## config.mk

```make
export PLATFORM = sky130hd
export DESIGN_NAME = double_tap_gesture_detector_flat
export DESIGN_NICKNAME = d
export VERILOG_FILES = /design/src/rtl/core/dtgd_pkg.sv /design/src/rtl/core/dtgd_if.sv /design/src/rtl/core/double_tap_gesture_detector.sv /design/src/flat_wrapper.sv
export SDC_FILE = /design/constraint.sdc
export NUM_CORES = 1
export LEC_CHECK = 0
export BUFFER_PORTS_ARGS = -buffer_cell sky130_fd_sc_hd__buf_4
export CORE_UTILIZATION = 36
export DETAILED_ROUTE_END_ITERATION = 8
export PLACE_DENSITY = 0.65
export SYNTH_ARGS = -nofsm -noshare
export SYNTH_HDL_FRONTEND = slang
export SYNTH_SLANG_ARGS = --single-unit
```

## constraint.sdc

```tcl
create_clock -name clk_i -period 8.95 [get_ports clk_i]
set_input_delay 0.895 -clock clk_i [delete_from_list [all_inputs] [get_ports clk_i]]
set_output_delay 0.895 -clock clk_i [all_outputs]
set_load 0.005 [all_outputs]
```

## src/rtl/core/dtgd_pkg.sv

```systemverilog
// Package for the double-tap gesture detector: field widths, register
// indexes, reset values of the window registers and reject codes.
// No dependencies.
package dtgd_pkg;

  localparam int unsigned IdW    = 29;
  localparam int unsigned LenW   = 4;
  localparam int unsigned ByteW  = 8;
  localparam int unsigned TimeW  = 32;
  localparam int unsigned DurW   = 16;
  localparam int unsigned CfgIdxW  = 3;
  localparam int unsigned CfgDataW = IdW;

  // Register indexes of the configuration port
  typedef enum logic [CfgIdxW-1:0] {
    CFG_MATCH_ID  = 3'd0,
    CFG_PRESS_MIN = 3'd1,
    CFG_PRESS_MAX = 3'd2,
    CFG_GAP_MIN   = 3'd3,
    CFG_GAP_MAX   = 3'd4
  } cfg_idx_e;

  localparam logic [IdW-1:0]  MatchIdRst  = '0;
  localparam logic [DurW-1:0] PressMinRst = 16'd40;
  localparam logic [DurW-1:0] PressMaxRst = 16'd500;
  localparam logic [DurW-1:0] GapMinRst   = 16'd120;
  localparam logic [DurW-1:0] GapMaxRst   = 16'd900;

  localparam logic [DurW-1:0] DurSat = 16'hFFFF;

  // Reject codes reported with every result
  typedef enum logic [2:0] {
    REJ_NONE   = 3'd0,
    REJ_AUTO   = 3'd1,
    REJ_PSHORT = 3'd2,
    REJ_PLONG  = 3'd3,
    REJ_GSHORT = 3'd4,
    REJ_GLONG  = 3'd5
  } reject_e;

  // Saturate a wrapped 32-bit difference to 16 bits
  function automatic logic [DurW-1:0] sat_dur(input logic [TimeW-1:0] v);
    sat_dur = (|v[TimeW-1:DurW]) ? DurSat : v[DurW-1:0];
  endfunction

endpackage

```

## src/rtl/core/dtgd_if.sv

```systemverilog
// Stream interfaces of the double-tap gesture detector: frame beats in,
// result beats out. Depends on dtgd_pkg.
interface dtgd_frame_if;
  logic                      valid;
  logic                      ready;
  logic [dtgd_pkg::IdW-1:0]   frame_id;
  logic [dtgd_pkg::LenW-1:0]  frame_len;
  logic [dtgd_pkg::ByteW-1:0] status_byte;
  logic [dtgd_pkg::ByteW-1:0] button_byte;
  logic [dtgd_pkg::TimeW-1:0] now_ms;

  modport source (output valid, frame_id, frame_len, status_byte, button_byte, now_ms,
                  input ready);
  modport sink (input valid, frame_id, frame_len, status_byte, button_byte, now_ms,
                output ready);
endinterface

interface dtgd_result_if;
  logic                       valid;
  logic                       ready;
  logic                       gesture;
  logic                       accepted;
  logic [dtgd_pkg::DurW-1:0]  tap_count;
  dtgd_pkg::reject_e          reject_code;
  logic [dtgd_pkg::DurW-1:0]  press_length;
  logic [dtgd_pkg::DurW-1:0]  gap_length;
  logic [dtgd_pkg::TimeW-1:0] min_frame_gap;
  logic                       driver_here;
  logic                       driver_known;
  logic [dtgd_pkg::TimeW-1:0] driver_time;
  logic [dtgd_pkg::ByteW-1:0] rise_byte;
  logic [dtgd_pkg::TimeW-1:0] gesture_time;

  modport source (output valid, gesture, accepted, tap_count, reject_code, press_length,
                         gap_length, min_frame_gap, driver_here, driver_known,
                         driver_time, rise_byte, gesture_time,
                  input ready);
  modport sink (input valid, gesture, accepted, tap_count, reject_code, press_length,
                      gap_length, min_frame_gap, driver_here, driver_known,
                      driver_time, rise_byte, gesture_time,
                output ready);
endinterface

```

## src/rtl/core/double_tap_gesture_detector.sv

```systemverilog
// Top level of the double-tap gesture detector: frame filter, tap timing,
// window checks and gesture counter. Depends on dtgd_pkg and dtgd_if.
//
//   channel   dir   handshake       carries
//   -------   ---   -------------   -------------------------------------------
//   in_if     in    valid/ready     one received bus frame per beat
//   out_if    out   valid/ready     one status result per frame beat
//   cfg_*     in    cfg_we_i only   window registers and frame identifier
//
// A frame beat lands in the input register, and its result then moves to
// the output register; one beat per cycle is sustained while out_if does not
// stall. The tap state updates when the frame moves from the input
// register to the output register, so back-to-back frames see each other.
// A stall on out_if holds both registers; in_if.ready drops only when the
// input register is full and cannot advance. Reset clears all tap state and
// loads the window registers with their defaults.
module double_tap_gesture_detector (
  input  logic                          clk_i,
  input  logic                          rst_ni,
  input  logic                          cfg_we_i,
  input  logic [dtgd_pkg::CfgIdxW-1:0]  cfg_idx_i,
  input  logic [dtgd_pkg::CfgDataW-1:0] cfg_wdata_i,
  dtgd_frame_if.sink                    in_if,
  dtgd_result_if.source                 out_if
);

  localparam int unsigned IdW   = dtgd_pkg::IdW;
  localparam int unsigned LenW  = dtgd_pkg::LenW;
  localparam int unsigned ByteW = dtgd_pkg::ByteW;
  localparam int unsigned TimeW = dtgd_pkg::TimeW;
  localparam int unsigned DurW  = dtgd_pkg::DurW;

  // ---------------------------------------------------------------------
  // Configuration registers
  // ---------------------------------------------------------------------
  logic [IdW-1:0]  match_id_q;
  logic [DurW-1:0] press_min_q, press_max_q, gap_min_q, gap_max_q;

  always_ff @(posedge clk_i or negedge rst_ni) begin
    if (!rst_ni) begin
      match_id_q  <= dtgd_pkg::MatchIdRst;
      press_min_q <= dtgd_pkg::PressMinRst;
      press_max_q <= dtgd_pkg::PressMaxRst;
      gap_min_q   <= dtgd_pkg::GapMinRst;
      gap_max_q   <= dtgd_pkg::GapMaxRst;
    end else if (cfg_we_i) begin
      unique case (cfg_idx_i)
        dtgd_pkg::CFG_MATCH_ID:  match_id_q  <= cfg_wdata_i[IdW-1:0];
        dtgd_pkg::CFG_PRESS_MIN: press_min_q <= cfg_wdata_i[DurW-1:0];
        dtgd_pkg::CFG_PRESS_MAX: press_max_q <= cfg_wdata_i[DurW-1:0];
        dtgd_pkg::CFG_GAP_MIN:   gap_min_q   <= cfg_wdata_i[DurW-1:0];
        dtgd_pkg::CFG_GAP_MAX:   gap_max_q   <= cfg_wdata_i[DurW-1:0];
        default: ;  // writes beyond the register list are dropped
      endcase
    end
  end

  // ---------------------------------------------------------------------
  // Handshake: input register feeds output register
  // ---------------------------------------------------------------------
  logic in_valid_q, out_valid_q;
  logic out_free, s1_fire, in_fire;

  assign out_free     = !out_valid_q || out_if.ready;
  assign s1_fire      = in_valid_q && out_free;
  assign in_if.ready  = !in_valid_q || out_free;
  assign in_fire      = in_if.valid && in_if.ready;

  always_ff @(posedge clk_i or negedge rst_ni) begin
    if (!rst_ni) begin
      in_valid_q  <= 1'b0;
      out_valid_q <= 1'b0;
    end else begin
      if (in_if.ready) begin
        in_valid_q <= in_if.valid;
      end
      if (out_free) begin
        out_valid_q <= in_valid_q;
      end
    end
  end

  // Input register: payload only
  logic [IdW-1:0]   id_q;
  logic [LenW-1:0]  len_q;
  logic [ByteW-1:0] status_q, button_q;
  logic [TimeW-1:0] now_q;

  always_ff @(posedge clk_i) begin
    if (in_fire) begin
      id_q     <= in_if.frame_id;
      len_q    <= in_if.frame_len;
      status_q <= in_if.status_byte;
      button_q <= in_if.button_byte;
      now_q    <= in_if.now_ms;
    end
  end

  // ---------------------------------------------------------------------
  // Tap state
  // ---------------------------------------------------------------------
  logic              seen_q, seen_d;
  logic [TimeW-1:0]  prev_time_q, prev_time_d;
  logic [TimeW-1:0]  min_gap_q, min_gap_d;
  logic              drv_bit_q, drv_bit_d;
  logic [TimeW-1:0]  drv_stamp_q, drv_stamp_d;
  logic              drv_valid_q, drv_valid_d;
  logic              held_q, held_d;
  logic [TimeW-1:0]  rise_time_q, rise_time_d;
  logic [ByteW-1:0]  rise_cap_q, rise_cap_d;
  logic [DurW-1:0]   press_q, press_d;
  logic [DurW-1:0]   gap_q, gap_d;
  dtgd_pkg::reject_e reject_q, reject_d;
  logic              banked_q, banked_d;
  logic [TimeW-1:0]  first_rel_q, first_rel_d;
  logic [DurW-1:0]   count_q, count_d;
  logic [TimeW-1:0]  ges_stamp_q, ges_stamp_d;
  logic              gesture_d;

  logic              accept;
  logic              up, auto_up;
  logic [TimeW-1:0]  frame_gap;
  logic [DurW-1:0]   press_len, gap_len;

  assign accept    = (id_q == match_id_q) && len_q[LenW-1] && (status_q[1:0] == 2'b00);
  assign up        = button_q[0];
  assign auto_up   = button_q[1];
  assign frame_gap = now_q - prev_time_q;
  assign press_len = dtgd_pkg::sat_dur(now_q - rise_time_q);
  assign gap_len   = dtgd_pkg::sat_dur(rise_time_q - first_rel_q);

  always_comb begin
    seen_d      = seen_q;
    prev_time_d = prev_time_q;
    min_gap_d   = min_gap_q;
    drv_bit_d   = drv_bit_q;
    drv_stamp_d = drv_stamp_q;
    drv_valid_d = drv_valid_q;
    held_d      = held_q;
    rise_time_d = rise_time_q;
    rise_cap_d  = rise_cap_q;
    press_d     = press_q;
    gap_d       = gap_q;
    reject_d    = reject_q;
    banked_d    = banked_q;
    first_rel_d = first_rel_q;
    count_d     = count_q;
    ges_stamp_d = ges_stamp_q;
    gesture_d   = 1'b0;

    if (accept) begin
      // Track the smallest nonzero gap between accepted frames
      if (seen_q && (frame_gap != '0) && ((min_gap_q == '0) || (frame_gap < min_gap_q))) begin
        min_gap_d = frame_gap;
      end
      prev_time_d = now_q;
      seen_d      = 1'b1;
      drv_bit_d   = status_q[4];
      drv_stamp_d = now_q;
      drv_valid_d = 1'b1;

      if (up && !held_q) begin
        // Rising edge: start timing the press, leave the reject code alone
        held_d      = 1'b1;
        rise_time_d = now_q;
        rise_cap_d  = button_q;
      end else if (!up && held_q) begin
        // Falling edge: check the press, then the gap to the banked tap
        held_d  = 1'b0;
        press_d = press_len;
        if (auto_up) begin
          reject_d = dtgd_pkg::REJ_AUTO;
          banked_d = 1'b0;
        end else if (press_len < press_min_q) begin
          reject_d = dtgd_pkg::REJ_PSHORT;
          banked_d = 1'b0;
        end else if (press_len > press_max_q) begin
          reject_d = dtgd_pkg::REJ_PLONG;
          banked_d = 1'b0;
        end else if (!banked_q) begin
          banked_d    = 1'b1;
          first_rel_d = now_q;
          reject_d    = dtgd_pkg::REJ_NONE;
        end else begin
          gap_d = gap_len;
          if (gap_len < gap_min_q) begin
            reject_d    = dtgd_pkg::REJ_GSHORT;
            first_rel_d = now_q;
          end else if (gap_len > gap_max_q) begin
            reject_d    = dtgd_pkg::REJ_GLONG;
            first_rel_d = now_q;
          end else begin
            banked_d    = 1'b0;
            reject_d    = dtgd_pkg::REJ_NONE;
            count_d     = count_q + 16'd1;
            ges_stamp_d = now_q;
            gesture_d   = 1'b1;
          end
        end
      end
    end
  end

  always_ff @(posedge clk_i or negedge rst_ni) begin
    if (!rst_ni) begin
      seen_q      <= 1'b0;
      prev_time_q <= '0;
      min_gap_q   <= '0;
      drv_bit_q   <= 1'b0;
      drv_stamp_q <= '0;
      drv_valid_q <= 1'b0;
      held_q      <= 1'b0;
      rise_time_q <= '0;
      rise_cap_q  <= '0;
      press_q     <= '0;
      gap_q       <= '0;
      reject_q    <= dtgd_pkg::REJ_NONE;
      banked_q    <= 1'b0;
      first_rel_q <= '0;
      count_q     <= '0;
      ges_stamp_q <= '0;
    end else if (s1_fire) begin
      seen_q      <= seen_d;
      prev_time_q <= prev_time_d;
      min_gap_q   <= min_gap_d;
      drv_bit_q   <= drv_bit_d;
      drv_stamp_q <= drv_stamp_d;
      drv_valid_q <= drv_valid_d;
      held_q      <= held_d;
      rise_time_q <= rise_time_d;
      rise_cap_q  <= rise_cap_d;
      press_q     <= press_d;
      gap_q       <= gap_d;
      reject_q    <= reject_d;
      banked_q    <= banked_d;
      first_rel_q <= first_rel_d;
      count_q     <= count_d;
      ges_stamp_q <= ges_stamp_d;
    end
  end

  // ---------------------------------------------------------------------
  // Output register: state after the frame
  // ---------------------------------------------------------------------
  always_ff @(posedge clk_i) begin
    if (s1_fire) begin
      out_if.gesture       <= gesture_d;
      out_if.accepted      <= accept;
      out_if.tap_count     <= count_d;
      out_if.reject_code   <= reject_d;
      out_if.press_length  <= press_d;
      out_if.gap_length    <= gap_d;
      out_if.min_frame_gap <= min_gap_d;
      out_if.driver_here   <= drv_bit_d;
      out_if.driver_known  <= drv_valid_d;
      out_if.driver_time   <= drv_stamp_d;
      out_if.rise_byte     <= rise_cap_d;
      out_if.gesture_time  <= ges_stamp_d;
    end
  end

  assign out_if.valid = out_valid_q;

endmodule

```

## src/flat_wrapper.sv

```systemverilog
// flat-port wrapper written by rule: the top's interface ports become plain ports
module double_tap_gesture_detector_flat 
  (clk_i, rst_ni, cfg_we_i, cfg_idx_i, cfg_wdata_i, in_if_valid, in_if_frame_id, in_if_frame_len, in_if_status_byte, in_if_button_byte, in_if_now_ms, in_if_ready, out_if_valid, out_if_gesture, out_if_accepted, out_if_tap_count, out_if_reject_code, out_if_press_length, out_if_gap_length, out_if_min_frame_gap, out_if_driver_here, out_if_driver_known, out_if_driver_time, out_if_rise_byte, out_if_gesture_time, out_if_ready);
  dtgd_frame_if in_if_i ();
  dtgd_result_if out_if_i ();
  input  logic clk_i;
  input  logic rst_ni;
  input  logic cfg_we_i;
  input  logic [dtgd_pkg::CfgIdxW-1:0] cfg_idx_i;
  input  logic [dtgd_pkg::CfgDataW-1:0] cfg_wdata_i;
  input wire logic [$bits(in_if_i.valid)-1:0] in_if_valid;
  input wire logic [$bits(in_if_i.frame_id)-1:0] in_if_frame_id;
  input wire logic [$bits(in_if_i.frame_len)-1:0] in_if_frame_len;
  input wire logic [$bits(in_if_i.status_byte)-1:0] in_if_status_byte;
  input wire logic [$bits(in_if_i.button_byte)-1:0] in_if_button_byte;
  input wire logic [$bits(in_if_i.now_ms)-1:0] in_if_now_ms;
  output wire logic [$bits(in_if_i.ready)-1:0] in_if_ready;
  output wire logic [$bits(out_if_i.valid)-1:0] out_if_valid;
  output wire logic [$bits(out_if_i.gesture)-1:0] out_if_gesture;
  output wire logic [$bits(out_if_i.accepted)-1:0] out_if_accepted;
  output wire logic [$bits(out_if_i.tap_count)-1:0] out_if_tap_count;
  output wire logic [$bits(out_if_i.reject_code)-1:0] out_if_reject_code;
  output wire logic [$bits(out_if_i.press_length)-1:0] out_if_press_length;
  output wire logic [$bits(out_if_i.gap_length)-1:0] out_if_gap_length;
  output wire logic [$bits(out_if_i.min_frame_gap)-1:0] out_if_min_frame_gap;
  output wire logic [$bits(out_if_i.driver_here)-1:0] out_if_driver_here;
  output wire logic [$bits(out_if_i.driver_known)-1:0] out_if_driver_known;
  output wire logic [$bits(out_if_i.driver_time)-1:0] out_if_driver_time;
  output wire logic [$bits(out_if_i.rise_byte)-1:0] out_if_rise_byte;
  output wire logic [$bits(out_if_i.gesture_time)-1:0] out_if_gesture_time;
  input wire logic [$bits(out_if_i.ready)-1:0] out_if_ready;
  assign in_if_i.valid = in_if_valid;
  assign in_if_i.frame_id = in_if_frame_id;
  assign in_if_i.frame_len = in_if_frame_len;
  assign in_if_i.status_byte = in_if_status_byte;
  assign in_if_i.button_byte = in_if_button_byte;
  assign in_if_i.now_ms = in_if_now_ms;
  assign in_if_ready = in_if_i.ready;
  assign out_if_valid = out_if_i.valid;
  assign out_if_gesture = out_if_i.gesture;
  assign out_if_accepted = out_if_i.accepted;
  assign out_if_tap_count = out_if_i.tap_count;
  assign out_if_reject_code = out_if_i.reject_code;
  assign out_if_press_length = out_if_i.press_length;
  assign out_if_gap_length = out_if_i.gap_length;
  assign out_if_min_frame_gap = out_if_i.min_frame_gap;
  assign out_if_driver_here = out_if_i.driver_here;
  assign out_if_driver_known = out_if_i.driver_known;
  assign out_if_driver_time = out_if_i.driver_time;
  assign out_if_rise_byte = out_if_i.rise_byte;
  assign out_if_gesture_time = out_if_i.gesture_time;
  assign out_if_i.ready = out_if_ready;
  double_tap_gesture_detector u_core (.clk_i(clk_i), .rst_ni(rst_ni), .cfg_we_i(cfg_we_i), .cfg_idx_i(cfg_idx_i), .cfg_wdata_i(cfg_wdata_i), .in_if(in_if_i), .out_if(out_if_i));
endmodule
```

==> run metrics <==
CTS root buffer=clkbuf_16; Sw Ratio=25.3%; Post-synth ARST share=60.2%; Post-synth EDFFs=232; Critical Path AT=8200 ps; status=completed; Hold-fix buffers, CTS=0; total grt overflow=0; PortBufs=270; crit end category=register; Top FF cell, synth=dfrtp_1; slowest cell on the critical path=nor3_1; Synth Instances=2982; Setup CP Type=reg2reg; post-synth net total=3292; drt drc=0; placed wire-length estimate=65100 um; CTS clock-pin slew for the worst setup and hold paths=60 ps; Initial Util=36.4%; Yosys reg bits=583; Pint=4920 uW; Synth Cell Area=31700 sq um; DR iter-0 viols=1373; H-tree depth=3; Crit path largest cell delay=570 ps; min Tclk post-route=7700 ps; mean post-synth cell area=10.6 sq um; WL/cell=20.3 um; largest net degree at the start of global routing=139; Clock Power Share=42.6%; max_slew headroom=28.8%; cts repair resizes=0; CTS buffer count=67; Leak=0.0169 uW; Hold Path Class=in2async; Crit path top cell by count=nand2_1; met3 global-route usage=3.21%; IO Pins=279; number of global-route vias before repair=23156; met2 Use GR=33.0%; fmax=130 MHz; first-pass GRT wire length=139000 um; PwrDens=176 nW/um^2; Cell Rows=108; Setup Buffers After CTS=0; skew final=32.1 ps; VDD IR-drop max=0.177 mV; GR peak layer=met2; share of layout cells above drive strength 1=21.5%; final worst-path cycle share=86.1%; worst setup margin=1250 ps; setup TNS=0 ps; final WL=90600 um; gr usage total=20.1%; library cells used by synthesis=97; clock latency on the worst-skew pair=630 ps; Die Y=299 um; Finished Layout Cells=4466; dpl cells=4342; CP Max Fanout=34; fin nets=3566; Layout area overhead=17.9%; Sequential Power Share=46.1%; Worst EP required=9450 ps; vias per cell=5.25; Seq/Total Area, Yosys=49.7%; Yosys top cell by area=dfrtp_1; CTS tree=built; remaining antenna violation count=0; final setup vio count=0; Fin. Hold Viols=0; Syn. warnings=0; initial antenna violation count=3; RSZ-0062 raised after global routing=no; pre-CTS setup slack=1370 ps; Critical Path Source Type=register; routability cong.=0.925; Synth top area share=26.4%; Logic pwr share=11.3%; Die Width=299 um; First-pass DRT Iterations=7; deepest clock path buffer count=3; Die ar.=89300 sq um; via count=23427; post-layout power=6590 uW; met1 Use GR=27.3%; ANT cells=0; Final Max Tran Viols=0; core box area=87000 sq um; switching pwr=1660 uW; MaxCap Viol Count=0; Worst-Margin Slew=1070 ps; Area contributors post-synth=dfrtp_1 26%, edfxtp_1 22%, ha_1 7.5%; CTS Sinks=583
## cells in the mapped netlist, types with 42 or more instances
master      n
inv_1     255
edfxtp_1  232
clkbuf_1   84
xnor2_1    83
a21oi_1   135
nor2_1     90
ha_1      189
a21o_1     58
o21ai_0   176
nand2_1   413
nand3_1    52
dfrtp_1   335
mux2_2    195
nor3_1     42
nand4_1    55
## critical path: cells and delay by family, from the launching register on
kind	cells	cell delay [ps]
AOI/OAI and AO/OA	5	1360
adders and majority gates	3	930
buffers and inverters	3	900
DFF	1	460
muxes	1	410
and+or+nand+nor	14	3460
## power by group through the flow
stage,registers (uW),logic (uW),clock network (uW)
finish,3030,745,2810
global route,3050,833,2970
CTS,3030,751,2870
detailed placement,3080,745,0
global placement,3080,736,0
floorplan,3080,421,0
## cell type report
| cell class | instances | area (sq um) |
|---|---|---|
| clock buffers | 96 | 1930 |
| clock inverters | 28 | 317 |
| fillers | 8338 | 49600 |
| inverters | 255 | 962 |
| multi-input cells | 2031 | 14500 |
| flip-flops and latches | 583 | 15800 |
| well taps | 1155 | 1450 |
| repair buffers | 318 | 2410 |
## registers in the layout, summed over array words and instances (netlist names), 29 cells and up
register	flops
u_core.out_if.min_frame_gap	32
u_core.prev_time_q	32
u_core.id_q	29
u_core.now_q	32
u_core.first_rel_q	32
u_core.out_if.driver_time	32
u_core.min_gap_q	32
u_core.ges_stamp_q	32
u_core.match_id_q	29
u_core.rise_time_q	32
u_core.out_if.gesture_time	32
u_core.drv_stamp_q	32
## per-layer routing
| metal | share of wire, % | wire [um] |
|---|---|---|
| met1 | 45 | 40700 |
| met2 | 47 | 42800 |
| met3 | 5.4 | 4910 |
| met4 | 2.4 | 2150 |
| met5 | 0 | 0 |
## cells in the final DEF, fill, tap and decap left out, types with 88 or more instances in the layout
master / n
nand2_1: 411
dfrtp_1: 335
buf_4: 316
inv_1: 254
edfxtp_1: 232
mux2_2: 195
ha_1: 189
o21ai_0: 176
a21oi_1: 133
nor2_1: 88
## metrics by stage
stage | instance area (sq um) | hold WS [ps] | util, %
3_3_place_gp | 35100 | 443 | 40.4
6_report | 37400 | 301 | 43.0
4_1_cts | 37400 | 325 | 43.0
5_1_grt | 37400 | 370 | 43.0
2_1_floorplan | 31700 | 430 | -
3_5_place_dp | 35100 | 448 | 40.4
## final timing paths
path	from	slack, ps	to	cells past startpoint
setup / recovery	u_core.now_q[0]	1250	u_core.ges_stamp_q[20]	26
hold / removal	rst_ni	300	u_core.match_id_q[18]	1
setup reg to reg	u_core.now_q[0]	1250	u_core.ges_stamp_q[20]	26
hold reg to reg	u_core.drv_valid_q	460	u_core.drv_valid_q	1
max in group asynchronous	rst_ni	7170	u_core.ges_stamp_q[5]	2
min in group clk_i	in_if_status_byte[4]	440	u_core.status_q[4]	1
## cell families after synthesis
logic type,Yosys count,share of synthesized area (%)
buf+inv,368,4.61
compound gates,575,11.5
xor+xnor,124,3.42
simple gates,878,13.5
flops,583,49.7
fa+ha+maj,192,7.65
mux,262,9.56
(Power assumes the default switching activity.)
